==> config.mk <==
export PLATFORM = sky130hd
export DESIGN_NAME = scs_ctrl
export DESIGN_NICKNAME = d
export VERILOG_FILES = /design/src/rtl/core/scs_pkg.sv /design/src/rtl/core/scs_ctrl.sv
export SDC_FILE = /design/constraint.sdc
export NUM_CORES = 1
export LEC_CHECK = 0
export BUFFER_PORTS_ARGS = -buffer_cell sky130_fd_sc_hd__buf_2
export CAP_MARGIN = 25
export CORE_MARGIN = 10
export CORE_UTILIZATION = 40
export CTS_BUF_LIST = sky130_fd_sc_hd__clkbuf_8
export DETAILED_ROUTE_END_ITERATION = 12
export PLACE_DENSITY = 0.74
export SKIP_CTS_REPAIR_TIMING = 1
export SLEW_MARGIN = 10
export SYNTH_ARGS = -nofsm -noshare
export SYNTH_HDL_FRONTEND = slang
export SYNTH_SLANG_ARGS = --single-unit
==> constraint.sdc <==
create_clock -name clk_i -period 3.1 [get_ports clk_i]
set_input_delay 0.465 -clock clk_i [delete_from_list [all_inputs] [get_ports clk_i]]
set_output_delay 0.465 -clock clk_i [all_outputs]
set_load 0.05 [all_outputs]
==> src/rtl/core/scs_pkg.sv <==
// Shared definitions for the shortest common supersequence block.
// Holds the input mode codes and the command/status bundles between
// controller and datapath. No dependencies.
package scs_pkg;

  localparam logic [1:0] ModeAppendA = 2'd0;
  localparam logic [1:0] ModeAppendB = 2'd1;
  localparam logic [1:0] ModeCompute = 2'd2;

  // Controller to datapath
  typedef struct packed {
    logic load_a;     // append symbol to first string
    logic load_b;     // append symbol to second string
    logic start;      // compute accepted: latch and clear drop flag
    logic fill_init;  // i = 1, j = 1
    logic row_rd;     // read first string at row i
    logic fill_rd;    // read second string and table cell above
    logic fill_wr;    // compute and write one table cell
    logic tb_init;    // i = n, j = m, count = 0
    logic tb_rd1;     // read both strings and table cell above
    logic tb_rd2;     // latch cell above, read cell to the left
    logic tb_dec;     // decide and store one trace symbol
    logic left_rd;    // read leftover symbol
    logic left_wr;    // store leftover symbol
    logic emit_init;  // start emission, clear string lengths
    logic emit_rd;    // read next trace symbol
    logic emit_ld;    // load output register with trace symbol
    logic empty_ld;   // load output register with empty marker
  } cmd_t;

  // Datapath to controller
  typedef struct packed {
    logic both_empty;
    logic fill_skip;
    logic row_end;
    logic col_end;
    logic both_pos;
    logic any_left;
    logic emit_last;
    logic out_free;
  } sts_t;

endpackage

==> src/rtl/core/scs_ctrl.sv <==
// Sequencer for the supersequence block: load, table fill, traceback, emit.
// Depends on scs_pkg for the mode codes and command/status bundles.
module scs_ctrl (
  input  logic          clk_i,
  input  logic          rst_ni,
  input  logic          in_valid_i,
  input  logic [1:0]    mode_i,
  output logic          in_ready_o,
  input  scs_pkg::sts_t sts_i,
  output scs_pkg::cmd_t cmd_o
);

  typedef enum logic [12:0] {
    StIdle    = 13'h0001,
    StFillRow = 13'h0002,
    StFillRd  = 13'h0004,
    StFillWr  = 13'h0008,
    StTbChk   = 13'h0010,
    StTbRd1   = 13'h0020,
    StTbRd2   = 13'h0040,
    StTbDec   = 13'h0080,
    StLeftRd  = 13'h0100,
    StLeftWr  = 13'h0200,
    StEmitRd  = 13'h0400,
    StEmitLd  = 13'h0800,
    StEmpty   = 13'h1000
  } state_e;

  state_e state_q, state_d;
  logic   accept;

  assign in_ready_o = (state_q == StIdle);
  assign accept     = in_valid_i && in_ready_o;

  always_comb begin
    state_d = state_q;
    cmd_o   = '0;
    case (state_q)
      StIdle: begin
        if (accept) begin
          cmd_o.load_a = (mode_i == scs_pkg::ModeAppendA);
          cmd_o.load_b = (mode_i == scs_pkg::ModeAppendB);
          if (mode_i == scs_pkg::ModeCompute) begin
            cmd_o.start = 1'b1;
            if (sts_i.both_empty) begin
              state_d = StEmpty;
            end else if (sts_i.fill_skip) begin
              cmd_o.tb_init = 1'b1;
              state_d       = StTbChk;
            end else begin
              cmd_o.fill_init = 1'b1;
              state_d         = StFillRow;
            end
          end
        end
      end
      StFillRow: begin
        cmd_o.row_rd = 1'b1;
        state_d      = StFillRd;
      end
      StFillRd: begin
        cmd_o.fill_rd = 1'b1;
        state_d       = StFillWr;
      end
      StFillWr: begin
        cmd_o.fill_wr = 1'b1;
        if (sts_i.row_end && sts_i.col_end) begin
          cmd_o.tb_init = 1'b1;
          state_d       = StTbChk;
        end else if (sts_i.row_end) begin
          state_d = StFillRow;
        end else begin
          state_d = StFillRd;
        end
      end
      StTbChk: begin
        if (sts_i.both_pos) begin
          state_d = StTbRd1;
        end else if (sts_i.any_left) begin
          state_d = StLeftRd;
        end else begin
          cmd_o.emit_init = 1'b1;
          state_d         = StEmitRd;
        end
      end
      StTbRd1: begin
        cmd_o.tb_rd1 = 1'b1;
        state_d      = StTbRd2;
      end
      StTbRd2: begin
        cmd_o.tb_rd2 = 1'b1;
        state_d      = StTbDec;
      end
      StTbDec: begin
        cmd_o.tb_dec = 1'b1;
        state_d      = StTbChk;
      end
      StLeftRd: begin
        cmd_o.left_rd = 1'b1;
        state_d       = StLeftWr;
      end
      StLeftWr: begin
        cmd_o.left_wr = 1'b1;
        state_d       = StTbChk;
      end
      StEmitRd: begin
        cmd_o.emit_rd = 1'b1;
        state_d       = StEmitLd;
      end
      StEmitLd: begin
        // hold until the output register is free
        if (sts_i.out_free) begin
          cmd_o.emit_ld = 1'b1;
          state_d       = sts_i.emit_last ? StIdle : StEmitRd;
        end
      end
      StEmpty: begin
        if (sts_i.out_free) begin
          cmd_o.empty_ld = 1'b1;
          state_d        = StIdle;
        end
      end
      default: begin
        state_d = StIdle;
      end
    endcase
  end

  always_ff @(posedge clk_i or negedge rst_ni) begin
    if (!rst_ni) begin
      state_q <= StIdle;
    end else begin
      state_q <= state_d;
    end
  end

endmodule

**After elaboration in Yosys (flattened, before gate mapping)**

Cells that the tools add are included.

- Bits in registers: 13
- Bits of input ports: 13
- Output and inout bits: 18
- Word-level logic and storage cells: 63

- Eq/ne operators: 19
- Reductions and logical operators: 5
- Muxes and demuxes: 38

Operator list:

| cell | count |
|---|---|
| $pmux 13 s12 | 1 |
| $mux 13 | 7 |
| $mux 1 | 22 |
| $mux 11 | 2 |
| $eq 13x1->1 const B | 1 |
| $eq 13x10->1 const B | 1 |
| $eq 13x11->1 const B | 1 |
| $eq 13x12->1 const B | 1 |
| $eq 13x13->1 const B | 1 |
| $eq 13x2->1 const B | 1 |
| $eq 13x3->1 const B | 1 |
| $eq 13x4->1 const B | 1 |
| $eq 13x5->1 const B | 1 |
| $eq 13x6->1 const B | 1 |
| $eq 13x7->1 const B | 1 |
| $eq 13x8->1 const B | 1 |
| $eq 13x9->1 const B | 1 |
| $mux 4 | 2 |
| $mux 5 | 1 |
| $ne 2x1->1 const B | 2 |
| $ne 2x2->1 const B | 2 |
| $reduce_and 4->1 | 1 |
| $mux 3 | 1 |
| $eq 2x1->1 const B | 1 |
| other kinds (6) | 7 |

**Longest topological paths before layout**

Gate-level depths: netlist (run 1).

- Depth after elaboration: 5
- Gate-level depth with buffers: 8
- Mapped depth without buffers: 6

**Least setup slack after synthesis (run 1)**

OpenSTA, ideal clock, no wires.

- Path type: flip-flop to output port
- Start point: register state_q[4]
- End point: output cmd_o[5] (netlist bit)
- Arrival: 3.315 ns
- Data required time: 2.635 ns
- Path slack: -0.680 ns
- Path buffers: 1
- Cell stages (with the launch flop): 5
- Path through: dfrtp_1 buf_6 or4_4 or4_2 nor4b_1

RTL lines:

| element | RTL line | source |
|---|---|---|
| start: declaration | scs_ctrl.sv:29 | `state_e state_q, state_d;` |
| start signal: assignment | scs_ctrl.sv:131 | `state_q <= StIdle;` |
| start signal: assignment | scs_ctrl.sv:133 | `state_q <= state_d;` |
| end: declaration | scs_ctrl.sv:10 | `output scs_pkg::cmd_t cmd_o` |

==> results of run 1 <==
==> critical path: cells and delay by family, from the launching register on <==
family        cells  cell delay (ns)
simple gates      3             1.52
flops             1             0.46
buf+inv           1             0.30
==> stage by stage <==
step	cells	TNS (ns)
2_1_floorplan	98	-1.952
5_1_grt	156	0
4_1_cts	156	0
6_report	156	0
3_5_place_dp	152	0
3_3_place_gp	152	0
==> cells in the mapped netlist (2+ instances only) <==
master | number | share of area [%]
dfrtp_1 | 12 | 32
nor2_1 | 8 | 3.2
nor4_1 | 7 | 4.6
nor4b_1 | 6 | 5.5
nand2_1 | 5 | 2.0
o21ai_0 | 5 | 2.6
and2_1 | 3 | 2.0
inv_1 | 3 | 1.2
nor3_1 | 3 | 1.6
or4_1 | 3 | 2.4
xor2_1 | 3 | 2.8
a31oi_1 | 2 | 1.3
and3_1 | 2 | 1.3
and4b_1 | 2 | 2.1
and4b_2 | 2 | 2.4
buf_6 | 2 | 2.4
clkbuf_1 | 2 | 0.79
nand3b_1 | 2 | 1.6
or4_4 | 2 | 2.4
==> power breakdown <==
group | switching [uW] | internal [uW]
Clock | 61.5 | 87.5
Combinational | 216 | 124
Sequential | 27.9 | 190
==> worst max-delay path by stage <==
stage | start | to | slack, ns
2_1_floorplan | state_q[10] | cmd_o[16] | -0.56
3_3_place_gp | state_q[5] | cmd_o[1] | 0.39
3_5_place_dp | state_q[8] | cmd_o[9] | 0.32
4_1_cts | state_q[8] | cmd_o[9] | 0.05
5_1_grt | state_q[5] | cmd_o[1] | 0.02
6_report | state_q[5] | cmd_o[5] | 0.12
==> layer usage <==
metal	vias to the layer above	global-route usage, %
met5	-	0
met4	0	5.911
met3	4	3.543
met2	28	17.51
met1	423	12.85
li1	442	-
==> area by class of cell <==
type	instances	area, um2
Tap cell	28	35.03
Clock inverter	1	3.754
Fill cell	212	1046
Sequential cell	13	326.6
Inverter	3	11.26
Clock buffer	3	41.29
Timing Repair Buffer	32	167.7
Multi-Input combinational cell	76	601.8
==> cell families (layout without fill, tap and decap cells) <==
group,Yosys count,in the layout,share of synthesized area (%)
AOI/OAI and AO/OA,15,15,12.01
xor gates and xnor gates,4,4,3.695
buffers and inverters,9,39,5.541
DFF,13,13,34.43
and+or+nand+nor,57,57,44.33
==> metrics.yaml, run 1 <==
outcome: "finished clean"
drt_pass1_iterations: 4
critPathCaptureType: "primary output"
reg2reg_depth: 5
fmax_mhz: 335.1
total_power_uw: 707.4
vdd_drop_max_mv: 0.5269
wl_met2_um: 1124
worstSetupPathType: "reg2out"
yosysWarnings: 0
slew_violations: 0
wl_met1_um: 1039
drtIter0Drc: 26
met3WireLength_um: 155
place_ws_ns: 0.3188
ys_types: 43
syn_inst: 98
via_per_inst: 5.750
cts.clk_slew.worst_paths_ns: 0.06
h-tree-depth: 1
whs_ns: 0.1072
start_kind: "flop"
fin_area_mm2: 0.001187
final_hold_viol_count: 0
tightest_slew_ns: 0.5202
synth-main-ff-cell: "dfrtp_1"
p_leak_uw: 0.0005875
ios: 31
grt-ovfl-total: 0
area_growth_pct: 25.20
top_layer_used: "met4"
postRouteAntennaNets: 0
synth-edff-count: 0
utilization_pct: 53.17
die_h_um: 68.70
slowest_delay_ns: 0.68
timing.rr.end: "state_q[10]"
powerDensity_mw_per_mm2: 595.7
grt_pass1_wl_um: 4091
rows: 17
largest_reg_flops: 13
worstPathArrival_ns: 2.52
cts_made_buffers: 3
avgSynthCellArea_um2: 9.678
grt_start_max_net_pins: 14
final.period_utilization_pct: 96.27
track_usage_pct: 10.99
diodes: 0
routedWlPerCell_um: 15.12
drv_cap: 0
final_common_cell: "buf_2"
clock_skew_ns: 0.001535
cts.path.max_buffers: 2
placed_area_mm2: 0.001120
top_regs: "state_q (13)"
drc_errors: 0
dieArea_mm2: 0.004719
syn-num-nets: 111
fin_nets: 142
crit_slowest_cell: "or4_2"
drive_above_1_share_pct: 41.41
finalWorstSetupSlack_ns: 0.1158
slew_headroom_pct: 65.32
start_util_pct: 42.47
clockRootBuffer: "clkbuf_8"
cts_tree: "done"
synth_seq_cells: 13
synthArstFlopShare_pct: 100.0
report.final.setup_viol: 0
reg2reg_from: "state_q[5]"
critPathRequiredTime_ns: 2.63
die-width_um: 68.70
worstPathCellList: "or4_4 -> or4_2 -> nor4b_2 -> buf_2"
coreArea_mm2: 0.002233
antenna_found_initial: 0
place_congestion: 0.8147
min_path_type: "in2async"
dpl.hpwl_um: 1895
grt_pass1_vias: 916
yosysSeqAreaShare_pct: 34.43
vias: 897
wl_um: 2358
finalCriticalPeriod_ns: 2.984
final_cell_mix: "buf_2, dfrtp_1, nor2_1, nor4_1"
synth.cell_area_um2: 948.4
worstSkewPairLatency_ns: 0.24
port_buffers: 30
ff2ff_setup_slack_ns: 0.77
rsz0062_at_grt: "false"
largest-register: "state_q"
crit_fanout: 9
cts.sink_count: 13
Power figures use the tool's default switching activity.
==> run 2: changes to the inputs <==
CORE_ASPECT_RATIO = 1.1   (was default)
clock period = 3.3 ns   (was 3.1 ns; I/O delays follow)
==> metrics.yaml, run 2 (synthesis gave the netlist of run 1 again) <==
grtUsageMet1_pct: 11.67  # was 12.85%
area_growth_pct: 22.03  # was 25.20%
dp.cells: 152  # unchanged
finalWorstSetupSlack_ns: 0.2676  # was 0.1158 ns
timing.rr.end: "state_q[10]"  # unchanged
p_leak_uw: 0.0005741  # was 0.0005875 uW
top_regs: "state_q (13)"  # unchanged
largest_reg_flops: 13  # unchanged
grt-busiest-layer: "met2"  # unchanged
slew_headroom_pct: 65.53  # was 65.32%
cts.clk_slew.worst_paths_ns: 0.06  # about the same
crit_fanout: 10  # was 9
report.final.setup_viol: 0  # unchanged
place_ws_ns: 0.4259  # was 0.3188 ns
die-width_um: 66.43  # was 68.70 um
fmax_mhz: 329.8
worstSkewPairLatency_ns: 0.25  # was 0.24 ns
rows: 18  # was 17
ios: 31  # unchanged
cts.sink_count: 13  # unchanged
finalSetupTns_ns: 0  # unchanged
instances_no_fill: 156  # unchanged
antenna_found_initial: 0  # unchanged
clock_skew_ns: 0.002427  # was 0.001535 ns
grt_pass1_wl_um: 4264  # was 4091 um
ff2ff_setup_slack_ns: 0.99  # was 0.77 ns
whs_ns: 0.1291  # was 0.1072 ns
fin_nets: 140  # was 142
reg2reg_from: "state_q[5]"  # unchanged
slew_violations: 0  # unchanged
rsz0062_at_grt: "false"  # unchanged
grt-ovfl-total: 0  # unchanged
final_hold_viol_count: 0  # unchanged
routedWlPerCell_um: 15.22  # was 15.12 um
dieArea_mm2: 0.004721  # was 0.004719 mm2
setup.worst_path.start: "state_q[10]"  # was state_q[5]
outcome: "finished clean"  # unchanged
port_buffers: 30  # unchanged
cts_tree: "done"  # unchanged
drtIter0Drc: 26  # unchanged
min_path_type: "in2async"  # unchanged
cts.path.max_buffers: 2  # unchanged
grt_use_met2_pct: 19.06  # was 17.51%
tightest_slew_ns: 0.5123  # was 0.5202 ns
postRouteAntennaNets: 0  # unchanged
place_congestion: 0.8429  # was 0.8147
vias: 887  # was 897
drc_errors: 0  # unchanged
final_cell_mix: "buf_2, dfrtp_1, nor2_1, nor4_1"  # unchanged
worstPathArrival_ns: 2.54  # was 2.52 ns
clockRootBuffer: "clkbuf_8"  # unchanged
powerDensity_mw_per_mm2: 571.6  # was 595.7 mW/mm2
cts_made_buffers: 3  # unchanged
largest-register: "state_q"  # unchanged
drv_cap: 0  # unchanged
grt_use_met3_pct: 3.937  # was 3.543%
track_usage_pct: 11.17  # was 10.99%
wl_um: 2375  # was 2358 um
diodes: 0  # unchanged
drt_pass1_iterations: 4  # unchanged
die_h_um: 71.07  # was 68.70 um
vdd_drop_max_mv: 0.4212  # was 0.5269 mV
worstSetupPathType: "reg2out"  # unchanged
h-tree-depth: 1  # unchanged
grt_start_max_net_pins: 14  # unchanged
drive_above_1_share_pct: 38.89  # was 41.41%
critPathCaptureType: "primary output"  # unchanged
coreArea_mm2: 0.002252  # was 0.002233 mm2
via_per_inst: 5.686  # was 5.750
dpl.hpwl_um: 1935  # was 1895 um
grt_pass1_vias: 935  # was 916
finalCriticalPeriod_ns: 3.032
reg2reg_depth: 5  # unchanged
critPathRequiredTime_ns: 2.80  # was 2.63 ns
start_util_pct: 42.11  # was 42.47%
start_kind: "flop"  # unchanged
final_common_cell: "buf_2"  # unchanged
final.period_utilization_pct: 91.89
run 2: cell types whose count changed in the layout (fill, tap and decap cells not counted), sizes merged:
cell / delta
buf: -1
clkbuf: -1
run 2: final cells by class:
cell class | count | area (um2)
clock inverters | 1 | 3.754
clock buffers | 3 | 41.29
fillers | 223 | 1095
multi-input cells | 76 | 586.8
well taps | 30 | 37.54
flip-flops and latches | 13 | 326.6
inverters | 3 | 11.26
repair buffers | 30 | 150.1
run 2: worst max-delay path: stages, from the launching register on:
cell,delay (ns)
dfrtp_1,0.53
or4_1,0.64
nor3_1,0.30
nand4b_1,0.19
nor3_1,0.29
buf_2,0.33
run 2: how the worst max path moves through the flow:
stage	to	cells past startpoint
floorplan	cmd_o[16]	6
global placement	cmd_o[9]	7
detailed placement	cmd_o[9]	7
CTS	cmd_o[9]	7
global route	cmd_o[3]	5
finish	cmd_o[3]	5
run 2: per-layer routing:
| metal | vias to the layer above | wire length [um] |
|---|---|---|
| met3 | 3 | 170 |
| met5 | - | 0 |
| met1 | 430 | 936 |
| met4 | 0 | 30 |
| li1 | 433 | - |
| met2 | 21 | 1237 |
run 2: report_power, final:
part / leakage (uW) / switching (uW) / internal (uW)
Clock: 0.0000269 / 58.0 / 82.3
Sequential: 0.000177 / 27.9 / 179
Combinational: 0.000370 / 201 / 113
run 2: metrics by stage:
| step | area, um2 | util [%] | power (uW) |
|---|---|---|---|
| after floorplan | 960.9 | - | 454.8 |
| after global placement | 1107 | 49.17 | 514.6 |
| after detailed placement | 1107 | 49.17 | 519.5 |
| after CTS | 1152 | 51.17 | 663.2 |
| after global routing | 1157 | 51.39 | 706.3 |
| final | 1157 | 51.39 | 661.6 |
==> run 3: changes to the inputs <==
==> constraint.sdc (replaced) <==
create_clock -name clk_i -period 3.3 [get_ports clk_i]
set_input_delay 0.33 -clock clk_i [delete_from_list [all_inputs] [get_ports clk_i]]
set_output_delay 0.33 -clock clk_i [all_outputs]
set_load 0.05 [all_outputs]
==> metrics.yaml, run 3 (synthesis gave the netlist of run 1 again) <==
p_leak_uw: 0.0005769  # was 0.0005741 uW
min_path_type: "in2reg"  # was in2async
powerDensity_mw_per_mm2: 569.2  # was 571.6 mW/mm2
cts.sink_count: 13  # unchanged
rows: 18  # unchanged
tightest_slew_ns: 0.5106  # was 0.5123 ns
start_util_pct: 42.11  # unchanged
drt_pass1_iterations: 4  # unchanged
final_cell_mix: "buf_2, dfrtp_1, nor2_1, nor4_1"  # unchanged
vdd_drop_max_mv: 0.4213  # was 0.4212 mV
hold_path.startpoint: "sts_i[3]"
coreArea_mm2: 0.002252  # unchanged
clock_skew_ns: 0.002433  # was 0.002427 ns
postRouteAntennaNets: 0  # unchanged
finalSetupTns_ns: 0  # unchanged
routedWlPerCell_um: 15.20  # was 15.22 um
holdPathEnd: "state_q[8]"
crit_fanout: 10  # unchanged
cts.clk_slew.worst_paths_ns: 0.06  # about the same
cts.path.max_buffers: 2  # unchanged
holdPathStages: 2
cts_tree: "done"  # unchanged
via_per_inst: 5.669  # was 5.686
grt_pass1_vias: 935  # unchanged
worstPathArrival_ns: 2.65  # was 2.54 ns
start_kind: "flop"  # unchanged
grt-ovfl-total: 0  # unchanged
combPwrFrac_pct: 47.4  # was 47.5%
fin_nets: 141  # was 140
power_frac_seq_pct: 31.4  # was 31.3%
finalCriticalPeriod_ns: 2.980  # was 3.032 ns
place_congestion: 0.8429  # unchanged
worstSkewPairLatency_ns: 0.25  # about the same
grt_start_max_net_pins: 14  # unchanged
ios: 31  # unchanged
h-tree-depth: 1  # unchanged
reg2reg_depth: 6  # was 5
reg2reg_from: "state_q[10]"  # was state_q[5]
wl_um: 2386  # was 2375 um
drv_cap: 0  # unchanged
report.final.setup_viol: 0  # unchanged
swShare_pct: 43.40  # was 43.37%
drtIter0Drc: 25  # was 26
instances_no_fill: 157  # was 156
critPathRequiredTime_ns: 2.97  # was 2.80 ns
path_buf_inv: 2  # was 1
ff2ff_setup_slack_ns: 1.00  # was 0.99 ns
antenna_found_initial: 0  # unchanged
dp.cells: 152  # unchanged
slew_headroom_pct: 65.65  # was 65.53%
critPathCaptureType: "primary output"  # unchanged
clkPwrFrac_pct: 21.2  # about the same
clockRootBuffer: "clkbuf_8"  # unchanged
drc_errors: 0  # unchanged
largest_reg_flops: 13  # unchanged
dieArea_mm2: 0.004721  # unchanged
timing.rr.end: "state_q[10]"  # unchanged
final_hold_viol_count: 0  # unchanged
outcome: "finished clean"  # unchanged
switching_power_uw: 287.1  # was 287.0 uW
port_buffers: 30  # unchanged
area_growth_pct: 22.56  # was 22.03%
largest-register: "state_q"  # unchanged
slowest_delay_ns: 0.63  # was 0.64 ns
track_usage_pct: 11.17  # unchanged
slew_violations: 0  # unchanged
worstSetupPathType: "reg2out"  # unchanged
diodes: 0  # unchanged
rsz0062_at_grt: "false"  # unchanged
top_regs: "state_q (13)"  # unchanged
final_common_cell: "buf_2"  # unchanged
fmax_mhz: 335.5  # was 329.8 MHz
crit_family: "simple AND/OR/NAND/NOR gates"  # unchanged
grt_pass1_wl_um: 4264  # unchanged
p_int_uw: 374.5  # was 374.6 uW
dpl.hpwl_um: 1935  # unchanged
crit_slowest_cell: "or4_1"  # unchanged
die_h_um: 71.07  # unchanged
vias: 890  # was 887
drive_above_1_share_pct: 37.80  # was 38.89%
cts_made_buffers: 3  # unchanged
die-width_um: 66.43  # unchanged
final.period_utilization_pct: 90.31  # was 91.89%
worstPathCellList: "or4_1 -> nor3_1 -> nand2_1 -> inv_1 -> nand3b_1 -> o21ai_1 -> buf_2"  # was or4_1 -> nor3_1 -> nand4b_1 -> nor3_1 -> buf_2
## run 3: metal layers
| layer | global-route usage [%] | routed length, um | vias up |
|---|---|---|---|
| li1 | - | - | 436 |
| met1 | 11.67 | 967 | 432 |
| met2 | 19.06 | 1222 | 19 |
| met3 | 3.937 | 165 | 3 |
| met4 | 5.594 | 30 | 0 |
| met5 | 0 | 0 | - |
## run 3: worst register-to-register path, delay by kind of cell, from the launching register on
kind,cells,cell delay [ns]
AND/OR/NAND/NOR,3,1.18
flip-flops,1,0.53
AO/OA/AOI/OAI,2,0.30
buffers and inverters,1,0.18
## run 3: area by class of cell
type                            instances  area (um2)
Timing Repair Buffer                   31       160.2
Multi-Input combinational cell         76       581.8
Fill cell                             225        1090
Inverter                                3       11.26
Clock buffer                            3       41.29
Sequential cell                        13       326.6
Tap cell                               30       37.54
Clock inverter                          1       3.754
## run 3: how the worst max path moves through the flow
stage,from,endpoint,slack [ns],depth (start not counted)
4_1_cts,state_q[10],cmd_o[9],0.33,7
2_1_floorplan,state_q[10],cmd_o[16],-0.22,6
5_1_grt,state_q[10],cmd_o[9],0.08,7
3_3_place_gp,state_q[10],cmd_o[9],0.69,7
6_report,state_q[10],cmd_o[9],0.32,7
3_5_place_dp,state_q[10],cmd_o[9],0.59,7
## run 3: power groups by stage
stage,logic (uW),registers (uW),clock network (uW)
floorplan,259,195,0
global placement,308,207,0
detailed placement,310,209,0
CTS,315,206,142
global route,346,211,148
finish,314,208,140
## run 3: metrics by stage
stage	util [%]	hold slack, ns	instance area [um2]	worst slack [ns]	power, uW
after floorplan	-	0.03441	960.9	-0.2212	454.8
after global placement	49.17	0.2354	1107	0.6942	514.6
after detailed placement	49.17	0.2403	1107	0.5909	519.5
after CTS	51.17	-0.02209	1152	0.3258	663.2
after global routing	51.61	0.2844	1162	0.08279	705.6
final	51.61	0.2721	1162	0.3197	661.6
